$ cat src/rfp_pkg.sv
// shared types and constants for the rtu frame parser with crc-16
package rfp_pkg;

    // crc-16 constants, reflected form
    localparam logic [15:0] CRC_START = 16'hFFFF;
    localparam logic [15:0] CRC_POLY  = 16'hA001;

    // status codes carried on the result beat
    localparam logic [1:0] ST_BUSY     = 2'd0;
    localparam logic [1:0] ST_VALID    = 2'd1;
    localparam logic [1:0] ST_CRC_ERR  = 2'd2;
    localparam logic [1:0] ST_FINISHED = 2'd3;

    // widths of the stream payloads
    localparam int unsigned IN_DATA_W  = 8;
    localparam int unsigned IN_USER_W  = 1;
    localparam int unsigned OUT_DATA_W = 40;
    localparam int unsigned OUT_USER_W = 3;

    // one result item
    typedef struct packed {
        logic [1:0] status;
        logic       data_valid;
        logic [7:0] data_byte;
        logic [7:0] data_index;
        logic [7:0] frame_addr_out;
        logic [7:0] frame_func_out;
        logic [7:0] frame_len_out;
    } t_result;

endpackage

$ cat src/rfp_crc_byte.sv
// one-byte update of the reflected crc-16 as an xor network
module rfp_crc_byte (
    input  logic [15:0] i_crc,
    input  logic [7:0]  i_byte,
    output logic [15:0] o_crc
);

    // eight shift steps, unrolled into xor terms
    always_comb begin
        logic [15:0] c;
        c = i_crc ^ {8'h00, i_byte};
        for (int k = 0; k < 8; k++) begin
            if (c[0]) begin
                c = (c >> 1) ^ rfp_pkg::CRC_POLY;
            end else begin
                c = c >> 1;
            end
        end
        o_crc = c;
    end

endmodule

$ cat src/rfp_parser.sv
// frame parser state and per-byte result logic
module rfp_parser (
    input  logic             i_clk,
    input  logic             i_rst_n,
    input  logic             i_step,
    input  logic [7:0]       i_byte,
    input  logic             i_restart,
    output rfp_pkg::t_result o_result
);

    typedef enum logic [2:0] {
        PH_ADDR = 3'd0,
        PH_FUNC = 3'd1,
        PH_LEN  = 3'd2,
        PH_DATA = 3'd3,
        PH_CHK1 = 3'd4,
        PH_CHK2 = 3'd5,
        PH_HELD = 3'd6
    } t_phase;

    t_phase      r_phase, n_phase;
    logic [7:0]  r_addr, n_addr;
    logic [7:0]  r_func, n_func;
    logic [7:0]  r_len, n_len;
    logic [7:0]  r_count, n_count;
    logic [15:0] r_crc, n_crc;
    logic [7:0]  r_chk_low, n_chk_low;

    t_phase      cur_phase;
    logic [15:0] crc_base;
    logic [15:0] crc_next;
    logic [7:0]  count_inc;

    // restart forces the address phase for this beat
    assign cur_phase = i_restart ? PH_ADDR : r_phase;
    assign crc_base  = (cur_phase == PH_ADDR) ? rfp_pkg::CRC_START : r_crc;
    assign count_inc = r_count + 8'd1;

    rfp_crc_byte u_crc (
        .i_crc  (crc_base),
        .i_byte (i_byte),
        .o_crc  (crc_next)
    );

    // next state and result for the current byte
    always_comb begin
        n_phase   = r_phase;
        n_addr    = r_addr;
        n_func    = r_func;
        n_len     = r_len;
        n_count   = r_count;
        n_crc     = r_crc;
        n_chk_low = r_chk_low;
        o_result  = '0;
        o_result.status = rfp_pkg::ST_BUSY;
        unique case (cur_phase)
            PH_ADDR: begin
                n_addr  = i_byte;
                n_func  = 8'h00;
                n_len   = 8'h00;
                n_count = 8'h00;
                n_crc   = crc_next;
                n_phase = PH_FUNC;
            end
            PH_FUNC: begin
                n_func  = i_byte;
                n_crc   = crc_next;
                n_phase = PH_LEN;
            end
            PH_LEN: begin
                n_len   = i_byte;
                n_crc   = crc_next;
                n_phase = (i_byte != 8'h00) ? PH_DATA : PH_CHK1;
            end
            PH_DATA: begin
                n_crc                = crc_next;
                o_result.data_valid  = 1'b1;
                o_result.data_byte   = i_byte;
                o_result.data_index  = r_count;
                n_count              = count_inc;
                if (count_inc == r_len) begin
                    n_phase = PH_CHK1;
                end
            end
            PH_CHK1: begin
                n_chk_low = i_byte;
                n_phase   = PH_CHK2;
            end
            PH_CHK2: begin
                o_result.status = ({i_byte, r_chk_low} == r_crc) ?
                                  rfp_pkg::ST_VALID : rfp_pkg::ST_CRC_ERR;
                n_phase = PH_HELD;
            end
            default: begin
                o_result.status = rfp_pkg::ST_FINISHED;
            end
        endcase
        o_result.frame_addr_out = n_addr;
        o_result.frame_func_out = n_func;
        o_result.frame_len_out  = n_len;
    end

    // frame state, updated once per processed beat
    always_ff @(posedge i_clk) begin
        if (!i_rst_n) begin
            r_phase <= PH_ADDR;
            r_addr  <= 8'h00;
            r_func  <= 8'h00;
            r_len   <= 8'h00;
            r_count <= 8'h00;
            r_crc   <= rfp_pkg::CRC_START;
        end else if (i_step) begin
            r_phase <= n_phase;
            r_addr  <= n_addr;
            r_func  <= n_func;
            r_len   <= n_len;
            r_count <= n_count;
            r_crc   <= n_crc;
        end
    end

    // check low byte needs no reset, it is written before it is read
    always_ff @(posedge i_clk) begin
        if (i_step) begin
            r_chk_low <= n_chk_low;
        end
    end

endmodule

$ cat src/rtu_frame_parser_crc16.sv
// top level: input register, frame parser, result register
//
// channel | dir | tdata (low bit up)                          | tuser (low bit up)
// s_      | in  | in_byte[7:0]                                | restart
// m_      | out | data_byte, data_index, frame_addr_out,      | status[1:0], data_valid
//         |     | frame_func_out, frame_len_out (40 bits)     |
//
// one byte per cycle sustained while m_ takes results; a byte is parsed while it
// sits in the input register and its result is registered into the result register.
// the per-byte crc update is a single xor network between the two registers.
// reset (synchronous, active low) returns the parser to the address phase.
// a stalled m_ side holds the result; s_tready stays high while the input
// register is empty or can move forward into the result register.
module rtu_frame_parser_crc16 (
    input  logic                              i_clk,
    input  logic                              i_rst_n,
    input  logic                              s_tvalid,
    output logic                              s_tready,
    input  logic [rfp_pkg::IN_DATA_W-1:0]     s_tdata,   // in_byte
    input  logic [rfp_pkg::IN_USER_W-1:0]     s_tuser,   // restart
    output logic                              m_tvalid,
    input  logic                              m_tready,
    // data_byte[7:0], data_index[15:8], frame_addr_out[23:16],
    // frame_func_out[31:24], frame_len_out[39:32]
    output logic [rfp_pkg::OUT_DATA_W-1:0]    m_tdata,
    // status[1:0], data_valid[2]
    output logic [rfp_pkg::OUT_USER_W-1:0]    m_tuser
);

    logic             r_in_valid;
    logic [7:0]       r_in_byte;
    logic             r_in_restart;
    logic             r_out_valid;
    rfp_pkg::t_result r_out;
    rfp_pkg::t_result step_result;
    logic             step;

    // the held byte moves on when the result register is free or draining
    assign step     = r_in_valid && (!r_out_valid || m_tready);
    assign s_tready = !r_in_valid || step;

    // input register
    always_ff @(posedge i_clk) begin
        if (!i_rst_n) begin
            r_in_valid <= 1'b0;
        end else if (s_tready) begin
            r_in_valid <= s_tvalid;
        end
    end

    always_ff @(posedge i_clk) begin
        if (s_tready && s_tvalid) begin
            r_in_byte    <= s_tdata;
            r_in_restart <= s_tuser[0];
        end
    end

    rfp_parser u_parser (
        .i_clk     (i_clk),
        .i_rst_n   (i_rst_n),
        .i_step    (step),
        .i_byte    (r_in_byte),
        .i_restart (r_in_restart),
        .o_result  (step_result)
    );

    // result register
    always_ff @(posedge i_clk) begin
        if (!i_rst_n) begin
            r_out_valid <= 1'b0;
        end else if (step) begin
            r_out_valid <= 1'b1;
        end else if (m_tready) begin
            r_out_valid <= 1'b0;
        end
    end

    always_ff @(posedge i_clk) begin
        if (step) begin
            r_out <= step_result;
        end
    end

    // output packing
    assign m_tvalid = r_out_valid;
    assign m_tdata  = {r_out.frame_len_out, r_out.frame_func_out, r_out.frame_addr_out,
                       r_out.data_index, r_out.data_byte};
    assign m_tuser  = {r_out.data_valid, r_out.status};

endmodule

$ cat config.mk
export PLATFORM = sky130hd
export DESIGN_NAME = rtu_frame_parser_crc16
export DESIGN_NICKNAME = d
export VERILOG_FILES = /design/src/rfp_pkg.sv /design/src/rfp_crc_byte.sv /design/src/rfp_parser.sv /design/src/rtu_frame_parser_crc16.sv
export SDC_FILE = /design/constraint.sdc
export NUM_CORES = 1
export LEC_CHECK = 0
export ABC_CLOCK_PERIOD_IN_PS = 3900
export BUFFER_PORTS_ARGS = -buffer_cell sky130_fd_sc_hd__clkbuf_2
export CORE_AREA = 3 3 119 121
export CTS_CLUSTER_SIZE = 28
export DETAILED_ROUTE_END_ITERATION = 12
export DIE_AREA = 0 0 122 124
export PLACE_DENSITY = 0.69
export SETUP_SLACK_MARGIN = 0.4
export SLEW_MARGIN = 10
export SYNTH_ARGS = -nofsm -noshare
export SYNTH_HDL_FRONTEND = slang
export SYNTH_HIERARCHICAL = 1
export SYNTH_SLANG_ARGS = --single-unit
$ cat constraint.sdc
create_clock -name i_clk -period 3.9 [get_ports i_clk]
set_clock_uncertainty 0.05 [all_clocks]
set_input_delay 0.195 -clock i_clk [delete_from_list [all_inputs] [get_ports i_clk]]
set_output_delay 0.195 -clock i_clk [all_outputs]
set_load 0.05 [all_outputs]
# [Word-level counts from Yosys, hierarchy flattened]
# Index checks and enable logic that the tools add are counted.
[word_totals] register_bits=113 in_bits=13 output_inout_bits=45 wordCells=75
[classes] n_addsub=1 eq_ne=8 n_mux=22 n_bitwise=9 n_reduce_logical=17
[op_table] cell="$mux 16" count=9
[op_table] cell="$pmux 8 s2" count=3
[op_table] cell="$not 2->3" count=8
[op_table] cell="$pmux 3 s6" count=1
[op_table] cell="$mux 17" count=1
[op_table] cell="$eq 16x16->1" count=1
[op_table] cell="$xor 16x8->16" count=1
[op_table] cell="$mux 3" count=3
[op_table] cell="$add 8x1->8 const B" count=1
[op_table] cell="$eq 8x8->1" count=1
[op_table] cell="$mux 8" count=1
[op_table] cell="$reduce_bool 8->1" count=1
[op_table] cell="$eq 3x2->1 const B" count=2
[op_table] cell="$eq 3x3->1 const B" count=2
[op_table] cell="$reduce_and 2->1" count=3
[op_table] cell="$reduce_bool 6->1" count=1
[op_table] cell="$reduce_or 5->1" count=1
[op_table] cell="$pmux 2 s2" count=1
[op_table] cell="$reduce_bool 2->1" count=2
[op_table] cell="$reduce_or 4->1" count=1
[op_table] cell="$eq 3x1->1 const B" count=1
[op_table] cell="$logic_not 3->1" count=1
[op_table] cell="$reduce_and 3->1" count=1
[op_table] cell="$logic_and 1x1->1" count=2
[op_table] cell="5 further kinds" count=8

# [Longest topological paths before layout]
[logic_depth] ltp_word=20 mapped_depth=10 mapped_depth_nobuf=8

# [Hierarchy]
# The synthesis kept the hierarchy.
[by_module_without_submodules] module="rfp_parser" instances=1 cells_per_inst=368 area_each_um2=3249.4 seq_area_each_um2=1261.2
[by_module_without_submodules] module="rtu_frame_parser_crc16" instances=1 cells_per_inst=61 area_each_um2=1665.3 seq_area_each_um2=1601.5
[by_module_without_submodules] module="rfp_crc_byte" instances=1 cells_per_inst=29 area_each_um2=284.0 seq_area_each_um2=0.0

# [Worst setup path after synthesis]
# Ideal clock, no wire load.
[synth_timing] path_kind="register -> register" from="register r_out_valid (netlist: m_tvalid)" to="register u_parser.r_chk_low[0], enable pin" setup_time_ns=0.395 arrival_ns=3.904 required_time_ns=3.455 setup_slack_ns=-0.448 stages_incl_launch_ff=6 n_path_buf=1 synth_period_minus_slack_ns=4.348 cell_sequence="dfxtp_1 > nor2b_4 > nor2b_1 > clkbuf_1 > nand2_1 > nor4_1"
[synth_via] elab_chain_len=4
[synth_rtl] element="start, declared" line="rtu_frame_parser_crc16.sv:33" source="logic r_out_valid;"
[synth_rtl] element="start signal, assigned" line="rtu_frame_parser_crc16.sv:70" source="r_out_valid <= 1'b0;"
[synth_rtl] element="start signal, assigned" line="rtu_frame_parser_crc16.sv:72" source="r_out_valid <= 1'b1;"
[synth_rtl] element="start signal, assigned" line="rtu_frame_parser_crc16.sv:74" source="r_out_valid <= 1'b0;"
[synth_rtl] element="$logic_not 1->1" line="rtu_frame_parser_crc16.sv:39" source="assign step = r_in_valid && (!r_out_valid || m_tready);"
[synth_rtl] element="$logic_or 1x1->1" line="rtu_frame_parser_crc16.sv:39"
[synth_rtl] element="$logic_and 1x1->1" line="rtu_frame_parser_crc16.sv:39"
[synth_rtl] element="via step" line="rtu_frame_parser_crc16.sv:36" source="logic step;"
[synth_rtl] element="$reduce_and 2->1 (no source line)"
[synth_rtl] element="end signal, assigned" line="rfp_parser.sv:125" source="r_chk_low <= n_chk_low;"
[synth_rtl] element="end, declared" line="rfp_parser.sv:27" source="logic [7:0] r_chk_low, n_chk_low;"
# The timed path passes the listed nets, and every way through them passes these cells.
# A chain may end at the register's enable or synchronous reset.

# [Worst setup path in the final report]
[layout_timing] from="register u_parser.r_phase[2]" to="register u_parser.r_crc[0]"
[layout_via] elab_chain_len=13 elab_cells_between_ends=25 cone_classes="3 x eq/ne; 10 x mux; 9 x bitwise; 3 x reduce/logical"
[layout_rtl] element="start, declared" line="rfp_parser.sv:21" source="t_phase r_phase, n_phase;"
[layout_rtl] element="start signal, assigned" line="rfp_parser.sv:113" source="r_phase <= n_phase;"
[layout_rtl] element="$mux 3 (*)" line="rfp_parser.sv:35" source="assign cur_phase = i_restart ? PH_ADDR : r_phase;"
[layout_rtl] element="$logic_not 3->1 (*)" line="rfp_parser.sv:36" source="assign crc_base = (cur_phase == PH_ADDR) ? rfp_pkg::CRC_START : r_crc;"
[layout_rtl] element="$mux 16 (*)" line="rfp_parser.sv:36"
[layout_rtl] element="via u_parser.crc_base[1]" line="rfp_parser.sv:30" source="logic [15:0] crc_base;"
[layout_rtl] element="$xor 16x8->16 (*)" line="rfp_crc_byte.sv:11" source="c = i_crc ^ {8'h00, i_byte};"
[layout_rtl] element="$not 2->3 (no source line)"
[layout_rtl] element="$mux 16 (*) (8 in a row)" line="rfp_crc_byte.sv:13" source="if (c[0]) begin"
[layout_rtl] element="via u_parser.crc_next[0]" line="rfp_parser.sv:31" source="logic [15:0] crc_next;"
[layout_rtl] element="end signal, assigned" line="rfp_parser.sv:111" source="r_crc <= rfp_pkg::CRC_START;"
[layout_rtl] element="end signal, assigned" line="rfp_parser.sv:118" source="r_crc <= n_crc;"
[layout_rtl] element="end, declared" line="rfp_parser.sv:26" source="logic [15:0] r_crc, n_crc;"
# Mark *: on every way through the listed nets, which the timed path passes. The rest lies on a longest branch.

==> flow_summary.html <==
<table>
<tr><th>Metric</th><th>Value</th></tr>
<tr><th colspan="2">Status</th></tr>
<tr><td>Outcome</td><td>finished clean</td></tr>
<tr><th colspan="2">Synthesis</th></tr>
<tr><td>Sequential share of the synthesized area</td><td>55.1%</td></tr>
<tr><td>Total of flip-flops plus latches after synthesis</td><td>113</td></tr>
<tr><td>Net Count, Synth</td><td>472</td></tr>
<tr><td>Distinct cell type count of the synthesized netlist</td><td>48</td></tr>
<tr><td>Average cell area after synthesis</td><td>11.4 µm²</td></tr>
<tr><td>Number of cells produced by synthesis</td><td>458</td></tr>
<tr><td>Number of enable-type register cells in the synthesized netlist</td><td>60</td></tr>
<tr><td>Synthesis warning total</td><td>6</td></tr>
<tr><td>Main flop type after synthesis</td><td>sky130_fd_sc_hd__edfxtp_1</td></tr>
<tr><td>Total standard cell area after synthesis</td><td>5200 µm²</td></tr>
<tr><td>Fraction of registers with async set or reset after synthesis</td><td>0%</td></tr>
<tr><th colspan="2">Detailed routing</th></tr>
<tr><td>Final wirelength</td><td>10,900 µm</td></tr>
<tr><td>Antenna Nets Post-Route</td><td>0</td></tr>
<tr><td>Post-detailed-route via-to-cell ratio</td><td>5.11</td></tr>
<tr><td>Number of DRC markers after the initial detailed-route iteration</td><td>304</td></tr>
<tr><td>Vias</td><td>3,605</td></tr>
<tr><td>Remaining design rule violation count</td><td>0</td></tr>
<tr><td>Total iterations of the first detailed-routing run</td><td>4</td></tr>
<tr><td>Wirelength per Cell</td><td>15.4 µm</td></tr>
<tr><th colspan="2">Finish</th></tr>
<tr><td>Post-Route Utilization</td><td>47.6%</td></tr>
<tr><td>Antenna diodes</td><td>0</td></tr>
<tr><td>Fraction of final layout cells sized beyond drive strength 1</td><td>24.4%</td></tr>
<tr><td>Layout overhead on the synthesized area</td><td>20.9%</td></tr>
<tr><td>Filler cell count in the final layout</td><td>1,193</td></tr>
<tr><td>Top library cells by usage in the layout, fill and taps aside</td><td>60 x sky130_fd_sc_hd__edfxtp_1, 57 x sky130_fd_sc_hd__clkbuf_2, 53 x sky130_fd_sc_hd__dfxtp_1</td></tr>
<tr><td>Most common library cell in the layout ignoring fill and taps</td><td>sky130_fd_sc_hd__edfxtp_1</td></tr>
<tr><td>Final #Nets</td><td>530</td></tr>
<tr><th colspan="2">Power and ir drop</th></tr>
<tr><td>PwrDens</td><td>514 nW/µm²</td></tr>
<tr><td>Maximum resistive drop on vdd</td><td>0.237 mV</td></tr>
<tr><td>Cell leakage power</td><td>2.55 nW</td></tr>
<tr><td>Power after layout</td><td>3.23 mW</td></tr>
<tr><th colspan="2">STA</th></tr>
<tr><td>Worst-case hold slack</td><td>0.105 ns</td></tr>
<tr><td>Worst-margin pin slew</td><td>1.01 ns</td></tr>
<tr><td>Pins Over Slew Limit</td><td>0</td></tr>
<tr><td>Setup repair after global routing missed its margin</td><td>no</td></tr>
<tr><td>Aggregate negative setup slack</td><td>0 ns</td></tr>
<tr><td>Final worst-path cycle share</td><td>69.2%</td></tr>
<tr><td>Final worst path period need</td><td>2.70 ns</td></tr>
<tr><td>Final setup violation count</td><td>0</td></tr>
<tr><td>Highest achievable clock rate</td><td>371 MHz</td></tr>
<tr><td>Hold violation count in the final report</td><td>0</td></tr>
<tr><td>Max-Slew Margin vs Limit</td><td>32.4%</td></tr>
<tr><th colspan="2">Die</th></tr>
<tr><td>Floorplan Core Area</td><td>13,200 µm²</td></tr>
<tr><td>Starting density of the core</td><td>39.4%</td></tr>
<tr><td>Site Rows</td><td>42</td></tr>
<tr><td>Y dimension of the die</td><td>124 µm</td></tr>
<tr><td>Top-level port count</td><td>58</td></tr>
<tr><td>Die extent in x</td><td>122 µm</td></tr>
<tr><td>Die ar.</td><td>15,100 µm²</td></tr>
<tr><th colspan="2">GRT</th></tr>
<tr><td>Met1 demand-to-capacity share in global routing</td><td>20.1%</td></tr>
<tr><td>Global Route met2 Usage</td><td>23.2%</td></tr>
<tr><td>Overall fraction of global-route tracks in use</td><td>14.7%</td></tr>
<tr><td>Via count of the first global-routing pass</td><td>3,361</td></tr>
<tr><td>First-pass GRT wire length</td><td>17,300 µm</td></tr>
<tr><td>Layer with the highest usage</td><td>met2</td></tr>
<tr><td>Maximum number of pins on one net before global-route repair</td><td>72</td></tr>
<tr><td>Number of antenna violations at the first check in global routing</td><td>0</td></tr>
<tr><td>Total global routing overflow</td><td>0</td></tr>
<tr><td>GR met3 Demand/Resource</td><td>3.45%</td></tr>
<tr><th colspan="2">CTS</th></tr>
<tr><td>Later-pin clock latency in the skew report</td><td>0.40 ns</td></tr>
<tr><td>Clock Sink Count</td><td>113</td></tr>
<tr><td>CTS Buf Count</td><td>17</td></tr>
<tr><td>Clk Tree Root Cell</td><td>sky130_fd_sc_hd__clkbuf_16</td></tr>
<tr><td>H-tree levels</td><td>4</td></tr>
<tr><td>Setup repair bufs after CTS</td><td>0</td></tr>
<tr><td>Clock tree from TritonCTS</td><td>done</td></tr>
<tr><td>Post-CTS resize count</td><td>0</td></tr>
<tr><td>Max clock buf depth</td><td>2</td></tr>
<tr><td>Clock-pin slew of the registers on the worst-case setup and hold paths</td><td>0.06 ns</td></tr>
<tr><td>Hold-fix buffers at CTS</td><td>10</td></tr>
<tr><th colspan="2">Critical path</th></tr>
<tr><td>Required time worst endpoint</td><td>4.08 ns</td></tr>
<tr><td>Critical Setup Path Class</td><td>reg2reg</td></tr>
<tr><td>Critical Path Sink Type</td><td>flip-flop</td></tr>
<tr><td>Crit path max fanout</td><td>19</td></tr>
<tr><td>Data arrival time of the worst path</td><td>2.88 ns</td></tr>
<tr><td>Critical Path Source Type</td><td>flip-flop</td></tr>
<tr><th colspan="2">Worst hold path</th></tr>
<tr><td>Worst hold path class</td><td>in2reg</td></tr>
<tr><th colspan="2">Run</th></tr>
<tr><td>Max-cap check violation count</td><td>0</td></tr>
<tr><th colspan="2">Placed design</th></tr>
<tr><td>Half-perimeter wire length after detailed placement</td><td>6870 µm</td></tr>
<tr><td>Number of I/O port buffers</td><td>57</td></tr>
<tr><td>Routability Congestion</td><td>0.832</td></tr>
</table>
Yosys cell counts, drive strengths merged, types with 10 or more instances:
| cell | count | area (µm²) |
|---|---|---|
| edfxtp | 60 | 1800 |
| dfxtp | 53 | 1060 |
| nand2 | 46 | 173 |
| xnor2 | 39 | 364 |
| clkbuf | 25 | 93.8 |
| nand3 | 21 | 105 |
| and2 | 17 | 106 |
| nor2b | 17 | 114 |
| o211a | 17 | 170 |
| or2 | 17 | 106 |
| a22o | 16 | 140 |
| or3 | 16 | 100 |
| o21ai | 10 | 53.8 |
kinds of logic (layout without fill, tap and decap cells):
logic type                 Yosys count  after routing  synth area share (%)
and+or+nand+nor                    171            171                  18.1
DFF                                113            113                  55.1
AOI/OAI and AO/OA                   69             69                  10.8
xor gates and xnor gates            49             49                  8.95
buffers and inverters               37            108                  3.20
muxes                               18             18                  3.68
adders and majority gates            1              1                 0.241
flip-flops by register name, summed over array words and instances, names as in the netlist, 3 cells and up:
| name | count |
|---|---|
| u_parser/r_phase | 3 |
| u_parser/r_count | 8 |
| u_parser/r_chk_low | 8 |
| u_parser/r_func | 8 |
| u_parser/r_crc | 16 |
| u_parser/r_addr | 8 |
| u_parser/r_len | 8 |
| m_tdata | 40 |
| r_in_byte | 8 |
| m_tuser | 3 |
critical path, stage by stage, from the launching register on:
cell and delay (ns):
sky130_fd_sc_hd__dfxtp_1 0.58, sky130_fd_sc_hd__nor3_2 0.09, sky130_fd_sc_hd__buf_4 0.20, sky130_fd_sc_hd__or3_1 0.34, sky130_fd_sc_hd__xnor2_1 0.30, sky130_fd_sc_hd__xor2_1 0.35, sky130_fd_sc_hd__xnor2_1 0.22, sky130_fd_sc_hd__xnor3_1 0.26
sky130_fd_sc_hd__nand2_1 0.06, sky130_fd_sc_hd__nand3_1 0.07
per-stage QoR:
| stage | instances | setup WS [ns] | instance area, µm² |
|---|---|---|---|
| 6_report | 705 | 1.20 | 6280 |
| 5_1_grt | 705 | 1.03 | 6280 |
| 4_1_cts | 705 | 1.24 | 6280 |
| 3_5_place_dp | 663 | 1.25 | 5610 |
| 3_3_place_gp | 663 | 1.34 | 5610 |
| 2_1_floorplan | 458 | 0.851 | 5210 |
where the power goes:
group          leakage (nW)  switching, mW  internal, mW
sequential            0.994         0.0638          1.32
clock                 0.267          0.529         0.942
combinational          1.29          0.226         0.150
layout make-up:
type | instances | area [µm²] | area share (%)
multi-input combinational | 308 | 2190 | 34.9
inverter | 4 | 15.0 | 0.239
clock buffer | 20 | 437 | 6.95
tap | 176 | 220 | 3.50
sequential | 113 | 2860 | 45.6
clock inverter | 12 | 135 | 2.15
timing repair buffer | 72 | 423 | 6.73
layer usage:
layer	up-vias	wire length (µm)	part of all wire, %
met3	6	592	5.5
met5	-	0	0
met4	0	70	0.64
met1	1730	5160	48
li1	1755	-	-
met2	114	5040	46
final timing paths:
check | slack [ns] | depth (start not counted) | end | start
setup / recovery | 1.20 | 9 | u_parser/r_crc[0] | u_parser/r_phase[2]
hold / removal | 0.11 | 3 | r_in_valid | m_tready
setup reg to reg | 1.20 | 9 | u_parser/r_crc[0] | u_parser/r_phase[2]
hold reg to reg | 0.45 | 2 | u_parser/r_crc[4] | u_parser/r_crc[4]
Note: power is estimated with default switching activity, not from simulation.
